[src/rtl/dhs_ram.sv]
module dhs_ram #(
	parameter int WIDTH = 8,
	parameter int DEPTH = 16
) (
	input  logic                                   clk,
	input  logic                                   wr_en,
	input  logic [((DEPTH > 1) ? $clog2(DEPTH) : 1)-1:0] wr_addr,
	input  logic [WIDTH-1:0]                       wr_data,
	input  logic [((DEPTH > 1) ? $clog2(DEPTH) : 1)-1:0] rd_addr,
	output logic [WIDTH-1:0]                       rd_data
);

	logic [WIDTH-1:0] mem [DEPTH];

	always_ff @(posedge clk) begin
		if (wr_en) begin
			mem[wr_addr] <= wr_data;
		end
		rd_data <= mem[rd_addr];
	end

endmodule

[config.mk]
export PLATFORM = sky130hd
export DESIGN_NAME = dhs_ram
export DESIGN_NICKNAME = d
export VERILOG_FILES = /design/src/rtl/dhs_ram.sv
export SDC_FILE = /design/constraint.sdc
export NUM_CORES = 1
export LEC_CHECK = 0
export BUFFER_PORTS_ARGS = -buffer_cell sky130_fd_sc_hd__buf_2
export CORE_MARGIN = 3
export CORE_UTILIZATION = 30
export DETAILED_ROUTE_END_ITERATION = 16
export HOLD_SLACK_MARGIN = 0.08
export SLEW_MARGIN = 20
export SYNTH_ARGS = -nofsm -noshare
export SYNTH_HDL_FRONTEND = slang
export SYNTH_SLANG_ARGS = --single-unit
export TNS_END_PERCENT = 5
[constraint.sdc]
create_clock -name clk -period 2.9 [get_ports clk]
set_input_delay 0.145 -clock clk [delete_from_list [all_inputs] [get_ports clk]]
set_output_delay 0.145 -clock clk [all_outputs]
set_load 0.02 [all_outputs]
==> summary.md <==
| Metric | Value |
|---|---|
| Status | `complete, no violations` |
| Smallest hold slack | `0.127 ns` |
| # hold bufs at CTS | `0` |
| GRT Residual Overflow | `0` |
| Mean Syn Cell Area | `22.5 um^2` |
| Input/output buffers | `25` |
| Grt met1 use | `14.5%` |
| Grt peak-use layer | `met2` |
| Synth Net Count | `247` |
| Final Cycle Share | `49.9%` |
| Slew margin rel. | `39.3%` |
| Gr usage total | `11.3%` |
| Clk sinks | `136` |
| Max-slew violations | `0` |
| Number of max-cap violations | `0` |
| Crit end category | `register` |
| Skew final | `0.00958 ns` |
| Post-route ant nets | `0` |
| Synth Instances | `229` |
| Netlist cell types | `19` |
| H-tree levels | `4` |
| CTS resizes | `0` |
| Setup CP Type | `in -> reg` |
| DRT iter0 DRCs | `247` |
| Synthesis-to-layout area growth | `18.8%` |
| HPWL after DPL | `6350 um` |
| Crit path time final | `1.45 ns` |
| # DRC | `0` |
| Maximum net fanout on the critical path | `17` |
| CTS buffer count | `17` |
| CP Launch Type | `input pin` |
| Cell Pwr Density | `739 nW/um^2` |
| Clock slew at reported path FFs | `0.06 ns` |
| Largest net degree at the start of global routing | `33` |
| Routed via count | `2,356` |
| Met2 usage in global routing | `18.3%` |
| Initial antenna violation count | `0` |
| Worst slew pin tran | `0.908 ns` |
| TritonCTS clock tree | `done` |
| Total wire length | `9800 um` |
| Clock latency on the worst-skew pair | `0.41 ns` |
| Seq cells post-synth | `136` |
| Commonest non-fill, non-tap cell in the layout | `edfxtp_1` |
| Worst hold path type | `in -> reg` |
| Fraction of the yosys area taken by sequential cells | `77.8%` |
| WP data arrival | `1.73 ns` |
| Max VDD drop | `0.487 mV` |
| Post-synthesis cell area | `5150 um^2` |
| Most frequent cells in the layout | `128 x edfxtp_1, 25 x buf_2, 18 x mux4_2` |
| First-pass iteration count of the detailed router | `4` |
| Unrepaired setup endpoints after global routing | `no` |
| Placeable Area | `16,700 um^2` |
| Leakage | `2.02 nW` |
| Die Span X | `137 um` |
| Final hold violation count | `0` |
| Highest Clock Rate | `691 MHz` |
| Final #Nets | `288` |
| Clock root buffer | `clkbuf_16` |
| Global routing usage on met3 | `3.71%` |
| Largest buffer count on any clock path | `2` |
| WL/cell | `19.5 um` |
| # Post-CTS Setup Buffers | `0` |
| Vias per std cell | `4.68` |
| Die area | `18,800 um^2` |
| Setup TNS | `0 ns` |
| First-pass GRT wire length | `15,100 um` |
| Vias in the first global route | `2,488` |
| # setup viols final | `0` |
| Die Height | `137 um` |
| ANT cells | `0` |
| Row Count | `47` |
| Ys Warns | `0` |
| Worst EP required | `3.18 ns` |
| Top-Level Pins | `26` |
| Ratio of cells with drive above 1 in the final layout | `27.6%` |
| Starting Density | `30.8%` |
| Gpl congestion | `0.738` |
-- metrics by stage --
| stage | instance area [um^2] | utilization, % | power, mW | worst slack (ns) | std cells |
|---|---|---|---|---|---|
| floorplan | 5150 | - | 2.38 | 1.26 | 229 |
| global placement | 5530 | 33.1 | 2.46 | 1.04 | 471 |
| detailed placement | 5530 | 33.1 | 2.47 | 1.00 | 471 |
| CTS | 6110 | 36.6 | 4.57 | 1.43 | 503 |
| global route | 6110 | 36.6 | 4.67 | 1.31 | 503 |
| finish | 6110 | 36.6 | 4.52 | 1.45 | 503 |
-- worst max-delay path, stage by stage --
cell     delay (ns)
buf_2          0.45
buf_12         0.26
mux4_1         0.58
a22oi_1        0.20
nand2_1        0.08
-- cells in the mapped netlist --
cell	number	area, um^2
mux4_2	18	405
buf_6	3	33.8
nand2_1	9	33.8
or3b_2	1	8.76
a22oi_1	16	120
mux4_1	14	368
nor2b_1	1	6.26
nand2b_1	2	12.5
edfxtp_1	128	3840
buf_4	1	7.51
and2b_1	1	7.51
dfxtp_1	8	160
nor2_1	13	48.8
buf_2	3	15.0
and2_1	1	6.26
nand3b_1	2	15.0
clkdlybuf4s25_2	3	30.0
nand3_1	1	5.00
nor3_1	4	20.0
-- cells by family after synthesis --
family	after synthesis	synth area share, %
flip-flops	136	77.8
AND/OR/NAND/NOR	35	3.18
multiplexers	32	15.0
AO/OA/AOI/OAI	16	2.33
buffers and inverters	10	1.68
-- report_power, final --
group / leakage [nW] / switching [mW] / internal [mW]
Combinational: 0.512 / 0.126 / 0.0826
Sequential: 1.22 / 0.0124 / 2.20
Clock: 0.284 / 0.761 / 1.34
-- layout make-up --
type                    instances  area [um^2]
clock inverters                14          158
multi-input cells              83         1060
clock buffers                  18          429
fillers                      1537        10600
repair buffers                 32          190
well taps                     220          275
flip-flops and latches        136         4000
-- routing by layer --
| metal | share of wire (%) | wire, um |
|---|---|---|
| met1 | 44 | 4280 |
| met2 | 50 | 4940 |
| met3 | 5.0 | 486 |
| met4 | 0.92 | 90 |
| met5 | 0 | 0 |
-- flip-flops by register name, indices dropped and copies added, names as in the netlist --
register and flops:
rd_data 8, mem 128
-- final timing paths --
kind / startpoint / endpoint / slack (ns) / cells after the start
max: rd_addr[0] / rd_data[4] / 1.45 / 5
min: wr_data[3] / mem[0][3] / 0.13 / 1
max reg2reg: mem[5][2] / rd_data[2] / 1.47 / 3
min reg2reg: mem[12][6] / rd_data[6] / 0.67 / 3
Power figures use the tool's default switching activity.
