$ cat config.mk
export PLATFORM = sky130hd
export DESIGN_NAME = dhs_probe
export DESIGN_NICKNAME = d
export VERILOG_FILES = /design/src/rtl/dhs_pkg.sv /design/src/rtl/dhs_probe.sv
export SDC_FILE = /design/constraint.sdc
export NUM_CORES = 1
export LEC_CHECK = 0
export BUFFER_PORTS_ARGS = -buffer_cell sky130_fd_sc_hd__buf_2
export CAP_MARGIN = 20
export CORE_AREA = 2 2 103 105
export DETAILED_ROUTE_END_ITERATION = 10
export DIE_AREA = 0 0 105 107
export SLEW_MARGIN = 20
export SYNTH_ARGS = -nofsm -noshare
export SYNTH_HDL_FRONTEND = slang
export SYNTH_SLANG_ARGS = --single-unit
$ cat constraint.sdc
create_clock -name clk -period 0.9 [get_ports clk]
set_input_delay 0.045 -clock clk [delete_from_list [all_inputs] [get_ports clk]]
set_output_delay 0.045 -clock clk [all_outputs]
set_load 0.02 [all_outputs]
$ cat src/rtl/dhs_pkg.sv
package dhs_pkg;

	localparam int BUCKETS  = 256;
	localparam int WAYS     = 4;
	localparam int SLOTS    = BUCKETS * WAYS;
	localparam int BUCKET_W = $clog2(BUCKETS);
	localparam int WAY_W    = (WAYS > 1) ? $clog2(WAYS) : 1;
	localparam int SLOT_W   = (SLOTS > 1) ? $clog2(SLOTS) : 1;
	localparam int HALF_W   = 64;
	localparam int KEY_W    = 2 * HALF_W;
	localparam int ENTRY_W  = 11;
	localparam int TOTAL_W  = $clog2(SLOTS + 1);
	localparam int CNT_W    = (TOTAL_W > ENTRY_W) ? TOTAL_W : ENTRY_W;

	typedef enum logic [1:0] {
		ACT_CONTAINS = 2'd0,
		ACT_INSERT   = 2'd1,
		ACT_REMOVE   = 2'd2,
		ACT_CLEAN    = 2'd3
	} action_t;

	typedef struct packed {
		logic [1:0]        action;
		logic [HALF_W-1:0] digest_high;
		logic [HALF_W-1:0] digest_low;
	} req_t;

	typedef struct packed {
		logic               success;
		logic               bucket_full;
		logic [ENTRY_W-1:0] entry_count;
		logic               dirty_flag;
	} rsp_t;

	// Control from the sequencer to the shared key comparator.
	typedef struct packed {
		logic             clr;
		logic             en;
		logic             way_ok;
		logic [WAY_W-1:0] way;
	} probe_ctl_t;

	typedef struct packed {
		logic             hit;
		logic [WAY_W-1:0] way;
	} probe_res_t;

	function automatic logic [SLOT_W-1:0] slot_addr(input logic [BUCKET_W-1:0] bucket,
		input logic [WAY_W-1:0] way);
		slot_addr = SLOT_W'(bucket) * SLOT_W'(WAYS) + SLOT_W'(way);
	endfunction

endpackage

$ cat src/rtl/dhs_probe.sv
module dhs_probe (
	input  logic                      clk,
	input  logic                      arst_n,
	input  dhs_pkg::probe_ctl_t       ctl,
	input  logic [dhs_pkg::KEY_W-1:0] key_ref,
	input  logic [dhs_pkg::KEY_W-1:0] key_rd,
	output dhs_pkg::probe_res_t       res
);

	logic                      hit_q;
	logic [dhs_pkg::WAY_W-1:0] way_q;
	logic                      match;

	// One full-width compare, reused for every way of the bucket.
	assign match = ctl.way_ok && (key_rd == key_ref);

	always_ff @(posedge clk or negedge arst_n) begin
		if (!arst_n) begin
			hit_q <= 1'b0;
		end else if (ctl.clr) begin
			hit_q <= 1'b0;
		end else if (ctl.en && match && !hit_q) begin
			hit_q <= 1'b1;
		end
	end

	always_ff @(posedge clk) begin
		if (ctl.en && match && !hit_q) begin
			way_q <= ctl.way;
		end
	end

	assign res.hit = hit_q;
	assign res.way = way_q;

endmodule

==> results of run 1 <==
sequential cells by signal, indices dropped and copies added, names as in the netlist:
| signal | flops |
|---|---|
| hit_q | 1 |
| way_q | 2 |
what timing repair did:
action | 4_1_cts | 5_1_grt
hold buffers | 2 | 0
setup endpoints to repair | 3 | 3
setup buffers | 1 | 0
endpoints found under the hold margin | 2 | 0
pin swaps | 7 | 6
resized for setup | 8 | 7
gates cloned | 0 | 0
worst min-delay path by stage:
stage	startpoint	end	cells past startpoint	slack (ns)
after global placement	arst_n	hit_q$_DFFE_PN0P_	1	-0.18
after global routing	ctl[0]	way_q[0]$_DFFE_PP_	1	0.02
final	ctl[1]	way_q[1]$_DFFE_PP_	1	0.03
after CTS	ctl[0]	way_q[0]$_DFFE_PP_	1	0.02
after floorplan	arst_n	hit_q$_DFFE_PN0P_	0	-0.25
after detailed placement	arst_n	hit_q$_DFFE_PN0P_	1	-0.17
synth_stat cells, types with 2 or more instances:
| cell type | count | area share |
|---|---|---|
| nor2b_1 | 42 | 0.15 |
| nand4_1 | 19 | 0.066 |
| inv_1 | 28 | 0.059 |
| a22o_1 | 2 | 0.0098 |
| inv_2 | 2 | 0.0042 |
| o2111ai_1 | 7 | 0.034 |
| nand2_1 | 3 | 0.0063 |
| nor4_1 | 10 | 0.035 |
| a2111oi_0 | 4 | 0.020 |
| a2111o_1 | 13 | 0.082 |
| xnor2_1 | 67 | 0.33 |
| nand2b_1 | 22 | 0.077 |
| xor2_1 | 4 | 0.020 |
| edfxtp_1 | 2 | 0.033 |
| o22ai_1 | 9 | 0.031 |
where the power goes:
group | total (mW) | internal (mW) | switching, mW
clock network | 0.390 | 0.302 | 0.0882
registers | 0.149 | 0.149 | 0.000000000000000137
logic | 1.48 | 0.881 | 0.602
area by class of cell:
type / count / area, um2 / area share
Antenna cell: 1 / 2.50 / 0.000677
Clock buffer: 4 / 45.0 / 0.0122
Inverter: 30 / 113 / 0.0305
Multi-Input combinational cell: 210 / 1690 / 0.457
Sequential cell: 3 / 85.1 / 0.0230
Tap cell: 136 / 170 / 0.0461
Timing Repair Buffer: 298 / 1590 / 0.431
through the flow:
stage          instance area, um2  power, mW  hold WS [ns]  setup WS (ns)  setup TNS (ns)
4_1_cts                      3650       2.03        0.0178          -1.02           -2.90
3_5_place_dp                 3530       1.59        -0.175          -1.33           -3.81
3_3_place_gp                 3530       1.56        -0.175          -1.39           -4.00
5_1_grt                      3690       2.19        0.0213          -1.09           -3.09
6_report                     3690       2.02        0.0301         -0.990           -2.80
2_1_floorplan                1820      0.702        -0.251         -0.928           -2.58
cell families (layout without fill, tap and decap cells):
family          Yosys count  in the layout
compound gates           38             38
xor+xnor                 71             71
buf+inv                  31            332
flops                     3              3
other cells               0              1
simple gates            101            101
layer usage:
layer	GRT usage	wire length, um	part of all wire
met1	0.185	3820	0.39
met2	0.333	5210	0.53
met3	0.0286	760	0.077
met4	0.0219	46	0.0047
met5	0	0	0
==> flow_metrics.env, run 1 <==
export IMPL_status="finished, violations left"
export IMPL_failed_checks="setup timing"
export IMPL_synth_seq_area_share=0.0475
export IMPL_cts_max_path_buffers=2
export IMPL_dieWidth_um=105
export IMPL_max_freq_mhz=529
export IMPL_layout_common_cells="buf_2, xnor2_1, nor2b_1"
export IMPL_final_hold_violation_count=0
export IMPL_path_depth=8
export IMPL_reg2reg_slack_ns=0.09
export IMPL_drc=0
export IMPL_rows=37
export IMPL_critPathKind="in -> reg"
export IMPL_dp_cells=674
export IMPL_antenna_found_initial=1
export IMPL_viasPerCell=4.24
export IMPL_stdcell_count=682
export IMPL_hpwlAfterDp_mm=9.26
export IMPL_report_final_slew_viol_count=0
export IMPL_startpoint="key_rd[31]"
export IMPL_critical_path_endpoint="way_q[1]$_DFFE_PP_"
export IMPL_first_iter_violations=86
export IMPL_critPathArrivalTime_ns=1.81
export IMPL_ant_nets=0
export IMPL_vias=2890
export IMPL_grt_max_degree=4
export IMPL_period_needed_ns=1.89
export IMPL_path_cells="buf_6 -> nor2b_4 -> a2111o_1 -> nor4_2 -> buf_4 -> nand4_1 -> or4_4 -> nor2_4"
export IMPL_overflow=0
export IMPL_grt_pass1_wl_mm=14.6
export IMPL_grt_setup_unrepaired="true"
export IMPL_slew_headroom=0.738
export IMPL_wirelength_mm=9.83
export IMPL_nFillCells=1135
export IMPL_ys_seq_elements=3
export IMPL_start_util=0.178
export IMPL_fp_dieArea_um2=11200
export IMPL_reg2reg_depth=1
export IMPL_synth_edff_count=2
export IMPL_root_buffer="clkbuf_8"
export IMPL_cp_max_fo=2
export IMPL_yosys_warnings=0
export IMPL_grtUsageTotal=0.166
export IMPL_r2r_start="hit_q$_DFFE_PN0P_"
export IMPL_worst_slew_pin_slew_ns=0.383
export IMPL_port_buffers=265
export IMPL_layout_commonest_cell="buf_2"
export IMPL_async_flop_share=0.333
export IMPL_cp_required_ns=0.82
export IMPL_core_area_um2=10100
export IMPL_grt_pass1_vias=3142
export IMPL_syn_nets=507
export IMPL_synth_fa_ha_area_frac=0
export IMPL_start_kind="input port"
export IMPL_synth_xor_area_frac=0.347
export IMPL_p_per_area_nw_per_um2=547
export IMPL_cts_tree="done"
export IMPL_reg2reg_to="way_q[1]$_DFFE_PP_"
export IMPL_drive_gt1_frac=0.580
export IMPL_period_share=2.10
export IMPL_insertion_delay_ns=0.22
export IMPL_power_leakage_nw=1.86
export IMPL_crit_buf_inv=2
export IMPL_synth_compound_area_frac=0.189
export IMPL_h_tree_depth=1
export IMPL_syn_avg_cell_area_um2=7.35
export IMPL_hold_class="in -> reg"
export IMPL_cts_buffers=3
export IMPL_cp_end_kind="flip-flop"
export IMPL_max_cap_violations=0
export IMPL_synth_mux_area_frac=0
export IMPL_cts_sinks=3
export IMPL_setup_violations=3
export IMPL_synth_top_family_by_area="simple AND/OR/NAND/NOR gates"
export IMPL_cp_slowest_stage_delay_ns=0.53
export IMPL_nets=809
export IMPL_gp_congestion=0.841
export IMPL_cp_slowest_cell="or4_4"
export IMPL_setup_ws_ns=-0.990
export IMPL_fin_skew_ns=0.00165
export IMPL_synth_distinct_cells=25
export IMPL_syn_inst=244
export IMPL_final_core_util=0.366
export IMPL_cp_top_family="simple AND/OR/NAND/NOR gates"
export IMPL_synth_simple_area_share=0.350
export IMPL_wire_per_inst_um=14.4
export IMPL_drtPass1Iterations=4
export IMPL_ir_worst_vdd_mv=0.233
export IMPL_design_portCount=266
export IMPL_synthFlopType="edfxtp_1"
export IMPL_die_h_um=107
export IMPL_syn_area_um2=1790
export IMPL_syn2layout_area_growth_pct=106
export IMPL_clkTransAtPathRegs_ns=0.03
No activity file was read; power rests on OpenSTA's default activity.
==> run 2, diff against run 1 <==
--- a/config.mk
+++ b/config.mk
@@ -10,6 +10,7 @@
 export CORE_AREA = 2 2 103 105
 export DETAILED_ROUTE_END_ITERATION = 10
 export DIE_AREA = 0 0 105 107
+export PLACE_DENSITY = 0.52
 export SLEW_MARGIN = 20
 export SYNTH_ARGS = -nofsm -noshare
 export SYNTH_HDL_FRONTEND = slang
==> run 2 against run 1 <==
  * The flow still finishes with violations (setup timing)
  * First-iteration DRC count up 3.5%
  * Final cell count up 0.88%
  * Sequential share of layout area about the same
  * Critical endpoint is now way_q[0]$_DFFE_PP_
  * Largest power group unchanged
==> flow_metrics.env, run 2 (synthesized netlist as in run 1, its figures left out) <==
export IMPL_multiInputGateArea_um2=1640
export IMPL_insertion_delay_ns=0.21
export IMPL_max_cap_violations=0
export IMPL_first_iter_violations=89
export IMPL_final_core_util=0.367
export IMPL_fp_dieArea_um2=11200
export IMPL_grt_max_degree=4
export IMPL_nets=816
export IMPL_clkTransAtPathRegs_ns=0.03
export IMPL_cp_max_fo=2
export IMPL_design_portCount=266
export IMPL_layout_common_cells="buf_2, xnor2_1, nor2b_1"
export IMPL_critPathKind="in -> reg"
export IMPL_period_share=2.10
export IMPL_cts_sinks=3
export IMPL_wire_per_inst_um=13.8
export IMPL_ir_worst_vdd_mv=0.259
export IMPL_ant_nets=0
export IMPL_antenna_found_initial=0
export IMPL_h_tree_depth=1
export IMPL_top_regs="way_q: 2 flops, hit_q: 1 flops"
export IMPL_cp_required_ns=0.82
export IMPL_p_per_area_nw_per_um2=539
export IMPL_worst_slew_pin_slew_ns=0.362
export IMPL_final_hold_violation_count=0
export IMPL_viasPerCell=4.16
export IMPL_grt_setup_unrepaired="true"
export IMPL_period_needed_ns=1.89
export IMPL_total_power_mw=2.00
export IMPL_status="finished, violations left"
export IMPL_tns_ns=-2.90
export IMPL_nFillCells=1110
export IMPL_wirelength_mm=9.47
export IMPL_syn2layout_area_growth_pct=107
export IMPL_cts_tree="done"
export IMPL_start_util=0.178
export IMPL_cp_end_kind="flip-flop"
export IMPL_setup_ws_ns=-0.988
export IMPL_vias=2860
export IMPL_cts_max_path_buffers=2
export IMPL_cts_buffers=3
export IMPL_failed_checks="setup timing"
export IMPL_die_h_um=107
export IMPL_rows=37
export IMPL_hpwlAfterDp_mm=9.07
export IMPL_grt_pass1_vias=3114
export IMPL_slew_headroom=0.752
export IMPL_power_leakage_nw=1.87
export IMPL_largest_reg_flops=2
export IMPL_root_buffer="clkbuf_8"
export IMPL_layout_commonest_cell="buf_2"
export IMPL_dp_slack_ns=-1.27
export IMPL_antenna_cells=0
export IMPL_dieWidth_um=105
export IMPL_setup_violations=3
export IMPL_dpl_cell_area_um2=3580
export IMPL_critPathArrivalTime_ns=1.81
export IMPL_report_final_slew_viol_count=0
export IMPL_drive_gt1_frac=0.576
export IMPL_largest_register="way_q"
export IMPL_max_freq_mhz=530
export IMPL_port_buffers=265
export IMPL_reg2reg_slack_ns=0.05
export IMPL_overflow=0
export IMPL_regArea_um2=85.1
export IMPL_fin_skew_ns=0.000591
export IMPL_grt_pass1_wl_mm=14.2
export IMPL_gp_congestion=0.833
export IMPL_start_kind="input port"
export IMPL_core_area_um2=10100
export IMPL_drtPass1Iterations=5
export IMPL_finalInstanceArea_um2=3700
export IMPL_grtUsageTotal=0.160
export IMPL_drc=0
export IMPL_hold_class="in -> reg"
[run 2: report_power, final]
group | internal (mW) | leakage (nW) | switching [mW]
combinational | 0.889 | 1.81 | 0.572
sequential | 0.149 | 0.0319 | 0.000000000000000149
clock | 0.302 | 0.0228 | 0.0857
total | 1.34 | 1.87 | 0.657
[run 2: what timing repair did]
action / in CTS / in global routing
cloned: 0 / 0
pin swaps: 1 / 4
resized for setup: 2 / 9
setup endpoints to repair: 3 / 3
hold buffers: 2 / 0
hold endpoints to repair: 2 / 0
buffers inserted: 1 / 0
[run 2: layout make-up]
type | count | share of cell area
timing repair buffer | 305 | 0.445
inverter | 30 | 0.0304
multi-input combinational | 210 | 0.444
sequential | 3 | 0.0230
tap | 136 | 0.0459
clock buffer | 4 | 0.0122
[run 2: critical path, stage by stage]
cell and delay (ns):
buf_8 0.10, nor2b_4 0.12, a2111o_1 0.40, nor4_2 0.21, buf_4 0.15, nand4_1 0.10
or4_4 0.58, nor2_4 0.11
[run 2: worst paths after layout]
check,depth (start not counted),to,start
setup / recovery,8,way_q[0]$_DFFE_PP_,key_rd[19]
hold / removal,1,way_q[1]$_DFFE_PP_,ctl[1]
setup reg to reg,1,way_q[0]$_DFFE_PP_,hit_q$_DFFE_PN0P_
hold reg to reg,2,hit_q$_DFFE_PN0P_,hit_q$_DFFE_PN0P_
max in group asynchronous,2,hit_q$_DFFE_PN0P_,arst_n
min in group asynchronous,2,hit_q$_DFFE_PN0P_,arst_n
[run 2: routing by layer]
metal  GRT usage  wire length (um)  vias to the layer above
li1            -                 -                     1485
met1       0.177              3690                     1218
met2       0.323              5000                      153
met3      0.0274               752                        4
met4      0.0181                36                        0
met5           0                 0                        -
[run 2: through the flow]
step | cells | hold WS [ns]
floorplan | 244 | -0.251
global placement | 681 | -0.168
detailed placement | 681 | -0.169
CTS | 688 | 0.0105
global route | 688 | 0.0130
finish | 688 | 0.0117
